<file path="config.mk">
export PLATFORM = sky130hd
export DESIGN_NAME = terminal_key_escape_decoder
export DESIGN_NICKNAME = d
export VERILOG_FILES = /design/src/rtl/tked_pkg.sv /design/src/rtl/terminal_key_escape_decoder.sv /design/src/rtl/tked_parser.sv
export SDC_FILE = /design/constraint.sdc
export NUM_CORES = 1
export LEC_CHECK = 0
export ABC_AREA = 1
export BUFFER_PORTS_ARGS = -buffer_cell sky130_fd_sc_hd__buf_2
export CAP_MARGIN = 40
export CORE_MARGIN = 2
export CORE_UTILIZATION = 60
export CTS_CLUSTER_DIAMETER = 50
export CTS_CLUSTER_SIZE = 8
export DETAILED_ROUTE_END_ITERATION = 16
export PLACE_DENSITY = 0.82
export SYNTH_ARGS = -nofsm -noshare
export SYNTH_HDL_FRONTEND = slang
export SYNTH_HIERARCHICAL = 1
export SYNTH_SLANG_ARGS = --single-unit
</file>
<file path="constraint.sdc">
create_clock -name clk -period 11.4 [get_ports clk]
set_input_delay 1.14 -clock clk [delete_from_list [all_inputs] [get_ports clk]]
set_output_delay 1.14 -clock clk [all_outputs]
set_load 0.01 [all_outputs]
</file>
<file path="src/rtl/tked_pkg.sv">
// Shared types and keysym constants for the terminal key escape decoder.
package tked_pkg;

  // Kinds of decoded events.
  localparam logic [1:0] EV_KEY    = 2'd0;
  localparam logic [1:0] EV_MOUSE  = 2'd1;
  localparam logic [1:0] EV_COLOUR = 2'd2;

  // X11 keysym values.
  localparam logic [15:0] K_ESCAPE    = 16'hFF1B;
  localparam logic [15:0] K_RETURN    = 16'hFF0D;
  localparam logic [15:0] K_BACKSPACE = 16'hFF08;
  localparam logic [15:0] K_HOME      = 16'hFF50;
  localparam logic [15:0] K_LEFT      = 16'hFF51;
  localparam logic [15:0] K_UP        = 16'hFF52;
  localparam logic [15:0] K_RIGHT     = 16'hFF53;
  localparam logic [15:0] K_DOWN      = 16'hFF54;
  localparam logic [15:0] K_PAGE_UP   = 16'hFF55;
  localparam logic [15:0] K_PAGE_DOWN = 16'hFF56;
  localparam logic [15:0] K_END       = 16'hFF57;
  localparam logic [15:0] K_F1        = 16'hFFBE;
  localparam logic [15:0] K_DELETE    = 16'hFFFF;

  // Modifier mask bits.
  localparam logic [2:0] M_NONE  = 3'd0;
  localparam logic [2:0] M_SHIFT = 3'd1;
  localparam logic [2:0] M_ALT   = 3'd2;
  localparam logic [2:0] M_CTRL  = 3'd4;

  // One decoded event as it leaves the parser.
  typedef struct packed {
    logic              valid;
    logic [1:0]        kind;
    logic [15:0]       key_code;
    logic [2:0]        modifiers;
    logic [7:0]        mouse_button;
    logic signed [8:0] mouse_x;
    logic signed [8:0] mouse_y;
    logic [7:0]        colour_index;
    logic [7:0]        colour_red;
    logic [7:0]        colour_green;
    logic [7:0]        colour_blue;
  } tked_result_t;

  localparam tked_result_t NO_RESULT = '0;

endpackage

</file>
<file path="src/rtl/terminal_key_escape_decoder.sv">
// Top level of the terminal key escape decoder: input register, parser and result register.
//
// The decoder takes one raw terminal byte per request on the slave stream and turns the
// byte stream into key events (X11 keysyms with a shift/alt/control mask), X10 mouse
// reports and OSC 4 palette colour replies. A byte within a sequence produces no event;
// an event goes out on the master stream for a plain byte or when a sequence completes.
// Setting the tuser bit on a request marks end of input: right after ESC it yields Escape,
// elsewhere it drops any partial sequence. A new byte is accepted every cycle as long as
// results are taken. An accepted byte sits in the input register, and its event then
// sits in the result register, which drives the master stream. A single parser step lies
// between those registers.
// When a result waits untaken, the byte held in the input register waits with it and the
// slave side stalls once that register is full.
module terminal_key_escape_decoder
  import tked_pkg::*;
(
  input  logic        clk,
  input  logic        rst,
  // Slave stream: raw bytes.
  input  logic        s_tvalid,
  output logic        s_tready,
  input  logic [7:0]  s_tdata,   // [7:0] in_byte
  input  logic        s_tuser,   // [0] end_of_input
  // Master stream: decoded events.
  output logic        m_tvalid,
  input  logic        m_tready,
  output logic [79:0] m_tdata,   // [15:0] key_code, [18:16] modifiers, [26:19] mouse_button,
                                 // [35:27] mouse_x, [44:36] mouse_y, [52:45] colour_index,
                                 // [60:53] colour_red, [68:61] colour_green,
                                 // [76:69] colour_blue, [79:77] zero
  output logic [1:0]  m_tuser    // [1:0] event_kind
);

  logic         in_valid;
  logic [7:0]   in_byte_q;
  logic         in_eoi_q;
  logic         advance;
  tked_result_t res;

  // The held byte moves through the parser once the result register can take its event.
  assign advance  = in_valid && (!m_tvalid || m_tready);
  assign s_tready = !in_valid || advance;

  always_ff @(posedge clk) begin
    if (rst) begin
      in_valid <= 1'b0;
    end else if (s_tready) begin
      in_valid <= s_tvalid;
    end
    if (s_tready && s_tvalid) begin
      in_byte_q <= s_tdata;
      in_eoi_q  <= s_tuser;
    end
  end

  tked_parser u_parser (
    .clk          (clk),
    .rst          (rst),
    .step         (advance),
    .in_byte      (in_byte_q),
    .end_of_input (in_eoi_q),
    .res          (res)
  );

  // Result register; it loads only when the parser step produces an event.
  always_ff @(posedge clk) begin
    if (rst) begin
      m_tvalid <= 1'b0;
    end else begin
      if (m_tvalid && m_tready) m_tvalid <= 1'b0;
      if (advance && res.valid) m_tvalid <= 1'b1;
    end
    if (advance && res.valid) begin
      m_tuser <= res.kind;
      m_tdata <= {3'b000, res.colour_blue, res.colour_green, res.colour_red,
                  res.colour_index, res.mouse_y, res.mouse_x, res.mouse_button,
                  res.modifiers, res.key_code};
    end
  end

endmodule

</file>
<file path="src/rtl/tked_parser.sv">
// Escape sequence parser: state registers and the next-state and event logic for one byte.
module tked_parser
  import tked_pkg::*;
(
  input  logic         clk,
  input  logic         rst,
  input  logic         step,
  input  logic [7:0]   in_byte,
  input  logic         end_of_input,
  output tked_result_t res
);

  typedef enum logic [5:0] {
    S_IDLE, S_ESC, S_OSC, S_SS3, S_CSI, S_CSI_LB, S_CSI1, S_CSI1_MOD,
    S_CSI1_FIN, S_CSI2, S_CSI4, S_TILDE, S_TMOD, S_TSKIP,
    S_MB, S_MX, S_MY,
    S_C_SEMI, S_C_IDX0, S_C_IDX, S_L_R, S_L_G, S_L_B, S_L_COLON,
    S_CP0, S_CP1, S_CP2, S_CP3, S_CP4
  } state_t;

  localparam logic [7:0] CH_BEL   = 8'h07;
  localparam logic [7:0] CH_BS    = 8'h08;
  localparam logic [7:0] CH_LF    = 8'h0A;
  localparam logic [7:0] CH_CR    = 8'h0D;
  localparam logic [7:0] CH_ESC   = 8'h1B;
  localparam logic [7:0] CH_SPACE = 8'h20;
  localparam logic [7:0] CH_DEL   = 8'h7F;
  localparam logic [7:0] CH_CTRL  = 8'h40;
  localparam logic [7:0] CH_MOUSE = 8'h20;
  localparam logic [7:0] CH_SLASH = 8'h2F;
  localparam logic [7:0] CH_0     = 8'h30;
  localparam logic [7:0] CH_1     = 8'h31;
  localparam logic [7:0] CH_2     = 8'h32;
  localparam logic [7:0] CH_3     = 8'h33;
  localparam logic [7:0] CH_4     = 8'h34;
  localparam logic [7:0] CH_5     = 8'h35;
  localparam logic [7:0] CH_6     = 8'h36;
  localparam logic [7:0] CH_7     = 8'h37;
  localparam logic [7:0] CH_8     = 8'h38;
  localparam logic [7:0] CH_9     = 8'h39;
  localparam logic [7:0] CH_COLON = 8'h3A;
  localparam logic [7:0] CH_SEMI  = 8'h3B;
  localparam logic [7:0] CH_UA    = 8'h41;
  localparam logic [7:0] CH_UB    = 8'h42;
  localparam logic [7:0] CH_UC    = 8'h43;
  localparam logic [7:0] CH_UD    = 8'h44;
  localparam logic [7:0] CH_UE    = 8'h45;
  localparam logic [7:0] CH_UF    = 8'h46;
  localparam logic [7:0] CH_UH    = 8'h48;
  localparam logic [7:0] CH_UJ    = 8'h4A;
  localparam logic [7:0] CH_UK    = 8'h4B;
  localparam logic [7:0] CH_UM    = 8'h4D;
  localparam logic [7:0] CH_UO    = 8'h4F;
  localparam logic [7:0] CH_UP    = 8'h50;
  localparam logic [7:0] CH_UQ    = 8'h51;
  localparam logic [7:0] CH_UR    = 8'h52;
  localparam logic [7:0] CH_US    = 8'h53;
  localparam logic [7:0] CH_LBRK  = 8'h5B;
  localparam logic [7:0] CH_RBRK  = 8'h5D;
  localparam logic [7:0] CH_LA    = 8'h61;
  localparam logic [7:0] CH_LB    = 8'h62;
  localparam logic [7:0] CH_LF_   = 8'h66;
  localparam logic [7:0] CH_LG    = 8'h67;
  localparam logic [7:0] CH_LR    = 8'h72;
  localparam logic [7:0] CH_TILDE = 8'h7E;

  localparam logic [1:0] COMP_BLUE = 2'd2;

  state_t      state, state_next;
  logic [15:0] pending_key, pending_key_next;
  logic [2:0]  pending_mods, pending_mods_next;
  logic [7:0]  held_button, held_button_next;
  logic [8:0]  held_x, held_x_next;
  logic [7:0]  index_accum, index_accum_next;
  logic [7:0]  red_hold, red_hold_next;
  logic [7:0]  green_hold, green_hold_next;
  logic [7:0]  blue_hold, blue_hold_next;
  logic [3:0]  hex_hold, hex_hold_next;
  logic [1:0]  comp, comp_next;

  logic        redo;
  logic [4:0]  hv;
  logic        is_hex;
  logic        is_digit;
  logic [7:0]  sep;
  logic [2:0]  mod_b;
  logic [11:0] idx_sum;
  logic [15:0] byte16;
  logic [15:0] ctrl16;

  // Returns 16 for a byte that is not a hex digit.
  function automatic logic [4:0] hexval(input logic [7:0] b);
    logic [4:0] v;
    v = 5'd16;
    if (b >= CH_0 && b <= CH_9) v = 5'(b - CH_0);
    else if (b >= CH_LA && b <= CH_LF_) v = 5'(b - CH_LA + 8'd10);
    else if (b >= CH_UA && b <= CH_UF) v = 5'(b - CH_UA + 8'd10);
    return v;
  endfunction

  function automatic tked_result_t key_res(input logic [15:0] code, input logic [2:0] mods);
    tked_result_t r;
    r = NO_RESULT;
    r.valid     = 1'b1;
    r.kind      = EV_KEY;
    r.key_code  = code;
    r.modifiers = mods;
    return r;
  endfunction

  always_comb begin
    hv       = hexval(in_byte);
    is_hex   = !hv[4];
    is_digit = (in_byte >= CH_0) && (in_byte <= CH_9);
    sep      = (comp < COMP_BLUE) ? CH_SLASH : CH_BEL;
    // The low three bits of 0x31 are 1, so the upper byte bits drop out.
    mod_b    = in_byte[2:0] - 3'd1;
    idx_sum  = {1'b0, index_accum, 3'b000} + {3'b000, index_accum, 1'b0}
             + {4'h0, in_byte - CH_0};
    byte16   = {8'h00, in_byte};
    ctrl16   = byte16 + {8'h00, CH_CTRL};

    state_next        = S_IDLE;
    pending_key_next  = pending_key;
    pending_mods_next = pending_mods;
    held_button_next  = held_button;
    held_x_next       = held_x;
    index_accum_next  = index_accum;
    red_hold_next     = red_hold;
    green_hold_next   = green_hold;
    blue_hold_next    = blue_hold;
    hex_hold_next     = hex_hold;
    comp_next         = comp;
    res               = NO_RESULT;
    redo              = 1'b0;

    if (end_of_input) begin
      if (state == S_ESC) res = key_res(K_ESCAPE, M_NONE);
    end else begin
      case (state)
        S_IDLE: redo = 1'b1;
        S_ESC: begin
          if (in_byte == CH_RBRK) state_next = S_OSC;
          else if (in_byte == CH_UO) state_next = S_SS3;
          else if (in_byte == CH_LBRK) state_next = S_CSI;
          else if (in_byte <= CH_SPACE) res = key_res(ctrl16, M_ALT | M_CTRL);
          else res = key_res(byte16, M_ALT);
        end
        S_OSC: if (in_byte == CH_4) state_next = S_C_SEMI;
        S_SS3: begin
          if (in_byte >= CH_UP && in_byte <= CH_US)
            res = key_res(K_F1 + {14'h0, in_byte[1:0]}, M_NONE);
        end
        S_CSI: begin
          case (in_byte)
            CH_LBRK: state_next = S_CSI_LB;
            CH_UA:   res = key_res(K_UP, M_NONE);
            CH_UB:   res = key_res(K_DOWN, M_NONE);
            CH_UC:   res = key_res(K_RIGHT, M_NONE);
            CH_UD:   res = key_res(K_LEFT, M_NONE);
            CH_1:    state_next = S_CSI1;
            CH_2:    state_next = S_CSI2;
            CH_4:    state_next = S_CSI4;
            CH_5: begin
              pending_key_next = K_PAGE_UP;
              state_next       = S_TILDE;
            end
            CH_6: begin
              pending_key_next = K_PAGE_DOWN;
              state_next       = S_TILDE;
            end
            CH_UH:   res = key_res(K_HOME, M_NONE);
            CH_UJ:   res = key_res(K_END, M_CTRL);
            CH_UK:   res = key_res(K_END, M_SHIFT);
            CH_UM:   state_next = S_MB;
            CH_UP:   res = key_res(K_DELETE, M_NONE);
            default: state_next = S_IDLE;
          endcase
        end
        S_CSI_LB: begin
          if (in_byte >= CH_UA && in_byte <= CH_UE)
            res = key_res(K_F1 + byte16 - {8'h00, CH_UA}, M_NONE);
        end
        S_CSI1: begin
          case (in_byte)
            CH_5: begin
              pending_key_next = K_F1 + 16'd4;
              state_next       = S_TILDE;
            end
            CH_7: begin
              pending_key_next = K_F1 + 16'd5;
              state_next       = S_TILDE;
            end
            CH_8: begin
              pending_key_next = K_F1 + 16'd6;
              state_next       = S_TILDE;
            end
            CH_9: begin
              pending_key_next = K_F1 + 16'd7;
              state_next       = S_TILDE;
            end
            CH_SEMI:  state_next = S_CSI1_MOD;
            CH_TILDE: res = key_res(K_HOME, M_NONE);
            default:  state_next = S_IDLE;
          endcase
        end
        S_CSI1_MOD: begin
          pending_mods_next = mod_b;
          state_next        = S_CSI1_FIN;
        end
        S_CSI1_FIN: begin
          case (in_byte)
            CH_UA:   res = key_res(K_UP, pending_mods);
            CH_UB:   res = key_res(K_DOWN, pending_mods);
            CH_UC:   res = key_res(K_RIGHT, pending_mods);
            CH_UD:   res = key_res(K_LEFT, pending_mods);
            CH_UP, CH_UQ, CH_UR, CH_US:
              res = key_res(K_F1 + {14'h0, in_byte[1:0]}, pending_mods);
            default: state_next = S_IDLE;
          endcase
        end
        S_CSI2: begin
          case (in_byte)
            CH_0: begin
              pending_key_next = K_F1 + 16'd8;
              state_next       = S_TILDE;
            end
            CH_1: begin
              pending_key_next = K_F1 + 16'd9;
              state_next       = S_TILDE;
            end
            CH_3: begin
              pending_key_next = K_F1 + 16'd10;
              state_next       = S_TILDE;
            end
            CH_4: begin
              pending_key_next = K_F1 + 16'd11;
              state_next       = S_TILDE;
            end
            CH_UJ:   res = key_res(K_HOME, M_SHIFT);
            CH_UK:   res = key_res(K_DELETE, M_SHIFT);
            default: state_next = S_IDLE;
          endcase
        end
        S_CSI4: if (in_byte == CH_TILDE) res = key_res(K_END, M_NONE);
        S_TILDE: begin
          if (in_byte == CH_TILDE) res = key_res(pending_key, M_NONE);
          else if (in_byte == CH_SEMI) state_next = S_TMOD;
        end
        S_TMOD: begin
          res        = key_res(pending_key, mod_b);
          state_next = S_TSKIP;
        end
        S_TSKIP: state_next = S_IDLE;
        S_MB: begin
          held_button_next = in_byte;
          state_next       = S_MX;
        end
        S_MX: begin
          held_x_next = {1'b0, in_byte} - {1'b0, CH_MOUSE};
          state_next  = S_MY;
        end
        S_MY: begin
          res              = NO_RESULT;
          res.valid        = 1'b1;
          res.kind         = EV_MOUSE;
          res.mouse_button = held_button;
          res.mouse_x      = $signed(held_x);
          res.mouse_y      = $signed({1'b0, in_byte} - {1'b0, CH_MOUSE});
        end
        S_C_SEMI: begin
          if (in_byte == CH_SEMI) state_next = S_C_IDX0;
          else redo = 1'b1;
        end
        S_C_IDX0: begin
          if (is_digit) begin
            index_accum_next = in_byte - CH_0;
            state_next       = S_C_IDX;
          end else begin
            redo = 1'b1;
          end
        end
        S_C_IDX: begin
          if (is_digit) begin
            index_accum_next = (idx_sum > 12'd255) ? 8'hFF : idx_sum[7:0];
            state_next       = S_C_IDX;
          end else if (in_byte == CH_SEMI) begin
            state_next = S_L_R;
          end else begin
            redo = 1'b1;
          end
        end
        S_L_R: begin
          if (in_byte == CH_LR) state_next = S_L_G;
          else redo = 1'b1;
        end
        S_L_G: begin
          if (in_byte == CH_LG) state_next = S_L_B;
          else redo = 1'b1;
        end
        S_L_B: begin
          if (in_byte == CH_LB) state_next = S_L_COLON;
          else redo = 1'b1;
        end
        S_L_COLON: begin
          if (in_byte == CH_COLON) begin
            state_next = S_CP0;
            comp_next  = 2'd0;
          end else begin
            redo = 1'b1;
          end
        end
        S_CP0: begin
          if (is_hex) begin
            hex_hold_next = hv[3:0];
            state_next    = S_CP1;
          end else begin
            redo = 1'b1;
          end
        end
        S_CP1: begin
          if (is_hex) begin
            case (comp)
              2'd0:    red_hold_next = {hex_hold, hv[3:0]};
              2'd1:    green_hold_next = {hex_hold, hv[3:0]};
              default: blue_hold_next = {hex_hold, hv[3:0]};
            endcase
            state_next = S_CP2;
          end else begin
            redo = 1'b1;
          end
        end
        S_CP2: begin
          if (is_hex) state_next = S_CP3;
          else redo = 1'b1;
        end
        S_CP3, S_CP4: begin
          if (state == S_CP3 && is_hex) begin
            state_next = S_CP4;
          end else if (in_byte == sep) begin
            if (comp < COMP_BLUE) begin
              comp_next  = comp + 2'd1;
              state_next = S_CP0;
            end else begin
              res              = NO_RESULT;
              res.valid        = 1'b1;
              res.kind         = EV_COLOUR;
              res.colour_index = index_accum;
              res.colour_red   = red_hold;
              res.colour_green = green_hold;
              res.colour_blue  = blue_hold;
            end
          end else begin
            redo = 1'b1;
          end
        end
        default: redo = 1'b1;
      endcase

      // A byte in idle, or one that does not fit a colour reply, is decoded as from idle.
      if (redo) begin
        if (in_byte == CH_ESC) state_next = S_ESC;
        else if (in_byte == CH_LF || in_byte == CH_CR) res = key_res(K_RETURN, M_NONE);
        else if (in_byte == CH_BS || in_byte == CH_DEL) res = key_res(K_BACKSPACE, M_NONE);
        else if (in_byte <= CH_SPACE) res = key_res(ctrl16, M_CTRL);
        else res = key_res(byte16, M_NONE);
      end
    end
  end

  always_ff @(posedge clk) begin
    if (rst) begin
      state        <= S_IDLE;
      pending_key  <= '0;
      pending_mods <= '0;
      held_button  <= '0;
      held_x       <= '0;
      index_accum  <= '0;
      red_hold     <= '0;
      green_hold   <= '0;
      blue_hold    <= '0;
      hex_hold     <= '0;
      comp         <= '0;
    end else if (step) begin
      state        <= state_next;
      pending_key  <= pending_key_next;
      pending_mods <= pending_mods_next;
      held_button  <= held_button_next;
      held_x       <= held_x_next;
      index_accum  <= index_accum_next;
      red_hold     <= red_hold_next;
      green_hold   <= green_hold_next;
      blue_hold    <= blue_hold_next;
      hex_hold     <= hex_hold_next;
      comp         <= comp_next;
    end
  end

endmodule
</file>
==> run_results.csv, run 1 <==
group,metric,value,unit
flow_run,drv_cap,0,
sta,period_share,37.7,%
global_routing,grt_max_degree,68,
clocking,cts_max_path_buffers,2,
route,wl,27400,um
status,outcome,"finished, final reports clean",
placement,hpwl,20800,um
floorplan,coreArea,15200,sq um
route,drt_first_pass_iters,6,
route,met3WireLength,2600,um
final_layout,num-fill-cells,1253,
final_layout,drive_gt1_share,15.7,%
clocking,cts-root-buf,"clkbuf_16",
sta,rsz0062_at_grt,"no",
clocking,clk_latency,0.43,ns
sta,setup_viol,0,
global_routing,grtUsageTotal,33.7,%
sta,layout_min_cycle_time,4.29,ns
sta,slew_headroom,40.2,%
final_layout,nets,1306,
yosys,avgSynthCellArea,7.93,sq um
route,wl_met2,12500,um
pwr,irDropWorstVdd,0.0000877,V
route,routedWlPerCell,18.9,um
critical_path,path_max_fanout,67,
route,drtIter0Drc,1135,
critical_path,cp-end-kind,"flip-flop",
floorplan,rows,45,
pwr,total_power,1.26,mW
yosys,synthTopCellsByArea,"edfxtp_1, dfxtp_1, nand2_1",
critical_path,crit_arrival,4.39,ns
sta,whs,0.456,ns
floorplan,pin_count,97,
clocking,cts_resized,0,
clocking,htreeDepth,4,
critical_path,required,11.49,ns
route,ant_nets,0,
route,via_count,8578,
floorplan,die_w,129,um
placement,place_congestion,1.06,
critical_path,crit_type,"reg2reg",
final_layout,area_growth,11.8,%
sta,report.final.slew_viol_count,0,
yosys,synth_cell_types,48,
route,via_per_inst,5.90,
yosys,synth_area,9310,sq um
final_layout,design_area,10400,sq um
critical_path,startpoint_type,"flip-flop",
floorplan,initial_core_util,61.3,%
global_routing,grt_pass1_vias,7913,
route,drcViolationCount,0,
pwr,power_density,121,nW/um^2
route,routed.top_layer,"met4",
clocking,clock_sinks,160,
sta,tightest_slew,0.897,ns
clocking,numCtsBuffers,17,
clocking,cts_tree,"yes",
placement,dp_cells,1421,
global_routing,grt_pass1_wl,42200,um
hold_path,min_path_type,"reg2reg",
sta,fin_skew,0.00940,ns
sta,finalHoldViolations,0,
clocking,clkTransAtPathRegs,0.07,ns
final_layout,fin_util,68.5,%
yosys,ys_warn_count,6,
placement,dp_worst_setup_slack,7.26,ns
clocking,cts_hold_buf,0,
yosys,postSynth.asyncResetShare,0,%
clocking,cts_setup_buffers,0,
yosys,ys_seq_area_share,43.8,%
yosys,synth_top_area_share,28.4,%
sta,setup_tns,0,ns
placement,placed_cell_area,9840,sq um
yosys,ys_ff_latch,160,
final_layout,antenna_cells,0,
sta,setup_slack,7.11,ns
global_routing,antenna_found_initial,1,
yosys,ys.flop_type,"edfxtp_1",
placement,portBuffers,93,
yosys,syn-instance-count,1175,
route,wl_met1,11200,um
pwr,leakage,4.58,nW
floorplan,die_area,16500,sq um
final_layout,fin_cells,1453,
floorplan,die_h,129,um
yosys,synth_edf_count,88,
yosys,synth_top_cell_by_area,"edfxtp_1",
global_routing,overflow,0,
sta,fmax,0.233,GHz
==> worst paths after layout <==
kind / from / to / slack (ns) / depth (start not counted)
min reg2reg: u_parser/held_button[7]$_SDFFE_PP0P_ / u_parser/held_button[7]$_SDFFE_PP0P_ / 0.46 / 2
min: u_parser/held_button[7]$_SDFFE_PP0P_ / u_parser/held_button[7]$_SDFFE_PP0P_ / 0.46 / 2
max: in_byte_q[4]$_DFFE_PP_ / m_tdata[49]$_DFFE_PP_ / 7.11 / 17
max reg2reg: in_byte_q[4]$_DFFE_PP_ / m_tdata[49]$_DFFE_PP_ / 7.11 / 17
==> synthesized netlist by cell type (3+ instances only) <==
cell type  count
nand2_1      228
nor2_1       145
inv_1        138
a21oi_1      102
edfxtp_1      88
nand3_1       85
o21ai_0       80
dfxtp_1       72
ha_1          35
nor2_4        32
clkbuf_1      18
nor3_1        17
inv_2         11
nand4_1       11
xor2_1        11
buf_2         10
a211oi_1       9
buf_4          8
nand2_2        8
fa_1           6
o22ai_1        6
o211ai_1       5
clkinv_1       4
nand3b_1       4
nor2_2         4
o21ai_1        4
a31oi_1        3
buf_8          3
==> metal layers <==
layer	track usage, %	up-vias
met2	53.8	507
met3	6.90	82
met1	44.8	3962
met4	15.2	0
li1	-	4027
met5	0	-
==> area by class of cell <==
| cell class | count | area [sq um] | share of cell area [%] |
|---|---|---|---|
| Multi-Input combinational cell | 820 | 4410 | 42.3 |
| Sequential cell | 160 | 4080 | 39.2 |
| Inverter | 155 | 586 | 5.62 |
| Timing Repair Buffer | 98 | 523 | 5.02 |
| Clock buffer | 18 | 439 | 4.22 |
| Tap cell | 188 | 235 | 2.26 |
| Clock inverter | 14 | 139 | 1.33 |
==> kinds of logic after synthesis <==
family          synth area share [%]
flops                           43.8
other cells                   0.0403
compound gates                  12.8
simple gates                    27.2
fa+ha+maj                       5.99
xor+xnor                        1.22
buf+inv                         8.96
==> worst max-delay path, cell delays in order (launching register included) <==
cell      delay [ns]
edfxtp_1        0.68
inv_1           0.32
ha_1            0.34
nand2_2         0.22
nor2_1          0.10
nor2_1          0.19
nand2_1         0.09
nor2_1          0.63
nor2_1          0.16
nand3_1         0.11
nor2_1          0.05
nand4_1         0.07
nand2_1         0.06
nand3_1         0.08
inv_1           0.07
nor3_2          0.15
buf_4           0.25
buf_16          0.30
==> power breakdown <==
group	internal (mW)	total, mW	switching, mW
registers	0.613	0.621	0.00791
clock network	0.296	0.554	0.258
logic	0.0234	0.0845	0.0611
==> flip-flops by register name, summed over array words and instances (netlist names), 2 cells and up <==
signal,count
m_tdata,77
u_parser/held_x,9
in_byte_q,8
u_parser/blue_hold,8
u_parser/green_hold,8
u_parser/held_button,8
u_parser/index_accum,8
u_parser/red_hold,8
u_parser/pending_key,7
u_parser/state,5
u_parser/hex_hold,4
u_parser/pending_mods,3
m_tuser,2
u_parser/comp,2
==> layout by cell type, fill, tap and decap left out, drive strengths merged, types with 17 or more instances in the layout <==
| cell type | instances |
|---|---|
| nor2 | 181 |
| inv | 159 |
| nand3 | 88 |
| nor3 | 17 |
| buf | 98 |
| o21ai | 85 |
| a21oi | 104 |
| nand2 | 238 |
| ha | 35 |
| edfxtp | 88 |
| clkbuf | 18 |
| dfxtp | 72 |
(Power assumes the default switching activity.)
==> run 2: changes to the inputs <==
--- a/config.mk
+++ b/config.mk
@@ -5,15 +5,15 @@
 export SDC_FILE = /design/constraint.sdc
 export NUM_CORES = 1
 export LEC_CHECK = 0
-export ABC_AREA = 1
+export ABC_AREA = 0
 export BUFFER_PORTS_ARGS = -buffer_cell sky130_fd_sc_hd__buf_2
 export CAP_MARGIN = 40
 export CORE_MARGIN = 2
-export CORE_UTILIZATION = 60
+export CORE_UTILIZATION = 54
 export CTS_CLUSTER_DIAMETER = 50
 export CTS_CLUSTER_SIZE = 8
 export DETAILED_ROUTE_END_ITERATION = 16
-export PLACE_DENSITY = 0.82
+export PLACE_DENSITY = 0.78
 export SYNTH_ARGS = -nofsm -noshare
 export SYNTH_HDL_FRONTEND = slang
 export SYNTH_HIERARCHICAL = 1
==> constraint.sdc (replaced) <==
create_clock -name clk -period 3.65 [get_ports clk]
set_input_delay 0.365 -clock clk [delete_from_list [all_inputs] [get_ports clk]]
set_output_delay 0.365 -clock clk [all_outputs]
set_load 0.01 [all_outputs]
==> run 2 against run 1 <==
Effect of this change: routed wire length fell by 1.7%; hold slack got worse by 0.36 ns; cell count fell by 11%; die area rose by 7.0%; clock skew fell by 0.00087 ns; area after synthesis fell by 3.5%; core utilization fell by 3.0 points; highest routed layer unchanged.
==> run_results.csv, run 2 <==
group,metric,value,unit
global_routing,grtUsageMet3,8.62,%
hold_path,min_path_type,"in2reg",
route,via_per_inst,6.15,
floorplan,rows,47,
pwr,total_power,3.95,mW
sta,slew_headroom,41.9,%
critical_path,crit_arrival,3.66,ns
hold_path,hold_depth,1,
yosys,synth_commonest_cells,"nor2_1, edfxtp_1, nand2_1",
sta,period_share,96.9,%
placement,dp_worst_setup_slack,0.188,ns
pwr,power_density,368,nW/um^2
yosys,synth_top_cell_by_area,"edfxtp_1",
yosys,postSynth.asyncResetShare,0,%
sta,finalHoldViolations,0,
route,routedWlPerCell,20.8,um
yosys,synthTopCellsByArea,"edfxtp_1, dfxtp_1, mux2i_1",
final_layout,layout_commonest_cell,"nor2_1",
final_layout,largest_reg_flops,77,
final_layout,drive_gt1_share,22.1,%
global_routing,grtUsageTotal,30.8,%
route,drcViolationCount,0,
pwr,seqPwrFrac,48.8,%
floorplan,die_h,133,um
critical_path,crit_type,"reg2reg",
pwr,p_switching,1.02,mW
clocking,cts_max_path_buffers,2,
yosys,synth_edf_count,88,
clocking,clkTransAtPathRegs,0.07,ns
critical_path,cp_slowest_cell,"o31ai_1",
global_routing,overflow,0,
sta,layout_min_cycle_time,3.54,ns
yosys,syn-instance-count,928,
route,via_count,7946,
yosys,synth_cell_types,84,
global_routing,use_met2,46.7,%
pwr,irDropWorstVdd,0.000332,V
critical_path,reg2reg_depth,10,
critical_path,cp-end-kind,"flip-flop",
critical_path,critPathMaxStageDelay,0.72,ns
floorplan,initial_core_util,54.8,%
final_layout,area_growth,19.5,%
global_routing,grtUsageMet1,42.4,%
clocking,numCtsBuffers,17,
yosys,synth_area,8990,sq um
floorplan,die_area,17700,sq um
final_layout,antenna_cells,0,
global_routing,grt_pass1_vias,7391,
sta,fin_skew,0.00853,ns
final_layout,top_register,"m_tdata",
clocking,clk_latency,0.44,ns
sta,setup_viol,0,
sta,whs,0.0950,ns
clocking,htreeDepth,4,
route,drtIter0Drc,1041,
yosys,ys_warn_count,6,
yosys,yosysMostFrequentCell,"nor2_1",
pwr,combPwrFrac,7.7,%
critical_path,path_max_fanout,9,
critical_path,crit_top_cell,"buf_4",
status,outcome,"finished, final reports clean",
final_layout,largest_registers,"m_tdata: 77 flops, u_parser/held_x: 9 flops",
critical_path,startpoint_type,"flip-flop",
yosys,synth_top_area_share,29.4,%
pwr,leakage,4.40,nW
clocking,cts-root-buf,"clkbuf_16",
sta,report.final.slew_viol_count,0,
placement,hpwl,19700,um
pwr,clock_power_share,43.4,%
global_routing,grt_pass1_wl,41600,um
floorplan,coreArea,16400,sq um
sta,fmax,0.283,GHz
clocking,clock_sinks,160,
critical_path,required,3.77,ns
route,ant_nets,0,
sta,tightest_slew,0.864,ns
global_routing,antenna_found_initial,0,
yosys,ys_ff_latch,160,
pwr,swShare,25.9,%
placement,place_congestion,1.09,
critical_path,crit_path_cell_trace,"clkinvlp_4 -> ha_1 -> buf_4 -> nand2_1 -> nor3_1 -> buf_4 -> o211ai_1 -> o21ai_0 -> a211oi_1 -> o31ai_1",
yosys,avgSynthCellArea,9.69,sq um
global_routing,grt_max_degree,46,
clocking,cts_hold_buf,0,
route,drt_first_pass_iters,6,
sta,rsz0062_at_grt,"no",
final_layout,nets,1113,
final_layout,mostFrequentLayoutCells,"nor2_1, buf_2, edfxtp_1, nand2_1",
route,wl,26900,um
sta,setup_slack,0.112,ns
pwr,intPower,2.93,mW
floorplan,pin_count,97,
clocking,cts_tree,"yes",
yosys,ys_seq_area_share,45.4,%
floorplan,die_w,133,um
yosys,ys.flop_type,"edfxtp_1",
placement,portBuffers,93,
flow_run,drv_cap,0,
global_routing,top_usage_layer,"met2",
-- run 2: changes by cell type in the layout (fill, tap and decap cells not counted), sizes merged, moves of 54 or more --
cell   before  now
buf        98  171
nand2     238   75
inv       159   35
nand3      88   29
o21ai      85   30
a21oi     104   47
and2        1   55
nor2      181  108
-- run 2: final timing paths --
kind                                 startpoint                            endpoint  slack [ns]
max                      in_byte_q[7]$_DFFE_PP_               m_tdata[14]$_DFFE_PP_        0.11
min                                  s_tdata[2]              in_byte_q[2]$_DFFE_PP_        0.09
max reg2reg              in_byte_q[7]$_DFFE_PP_               m_tdata[14]$_DFFE_PP_        0.11
min reg2reg  u_parser/blue_hold[3]$_SDFFE_PP0P_  u_parser/blue_hold[3]$_SDFFE_PP0P_        0.45
-- run 2: power groups by stage --
stage	clock network, mW	logic [mW]	registers, mW
2_1_floorplan	0	0.179	1.97
3_3_place_gp	0	0.293	1.97
3_5_place_dp	0	0.294	1.97
4_1_cts	1.74	0.297	1.93
5_1_grt	1.81	0.326	1.93
6_report	1.72	0.306	1.93
-- run 2: cell type report --
type	count	area [sq um]
Tap cell	220	275
Multi-Input combinational cell	681	4590
Sequential cell	160	4080
Inverter	28	109
Clock buffer	18	429
Timing Repair Buffer	171	1110
Fill cell	1285	5660
Clock inverter	14	146
-- run 2: cell families after synthesis --
kind of cell               count (synthesis)  share of synthesized area, %
adders and majority gates                 41                          6.21
AOI/OAI and AO/OA                        207                          16.5
other                                      1                        0.0417
muxes                                     46                          5.15
xor gates and xnor gates                   7                         0.682
and+or+nand+nor                          377                          21.6
DFF                                      160                          45.4
buffers and inverters                     89                          4.34
-- run 2: layer usage --
metal | share of wire (%) | vias up
li1 | - | 3650
met5 | 0 | -
met3 | 11 | 78
met4 | 3.3 | 0
met2 | 45 | 513
met1 | 41 | 3705
-- run 2: through the flow --
step | setup TNS, ns | util [%] | cells | instance area (sq um)
final | 0 | 65.5 | 1292 | 10700
after floorplan | -36.43 | - | 930 | 9080
after detailed placement | 0 | 61.9 | 1260 | 10200
after global placement | 0 | 61.8 | 1258 | 10100
after CTS | 0 | 65.4 | 1292 | 10700
after global routing | 0 | 65.5 | 1292 | 10700
-- run 2: critical path: cells and delay by family (launching register included) --
family	cells	cell delay [ns]
simple gates	2	0.50
flops	1	0.43
fa+ha+maj	1	0.34
compound gates	4	1.35
buf+inv	3	0.60
-- run 2: repair_timing --
item	in CTS	in global routing
setup buffers	0	0
gates resized for setup	0	2
endpoints found under the setup margin	0	85
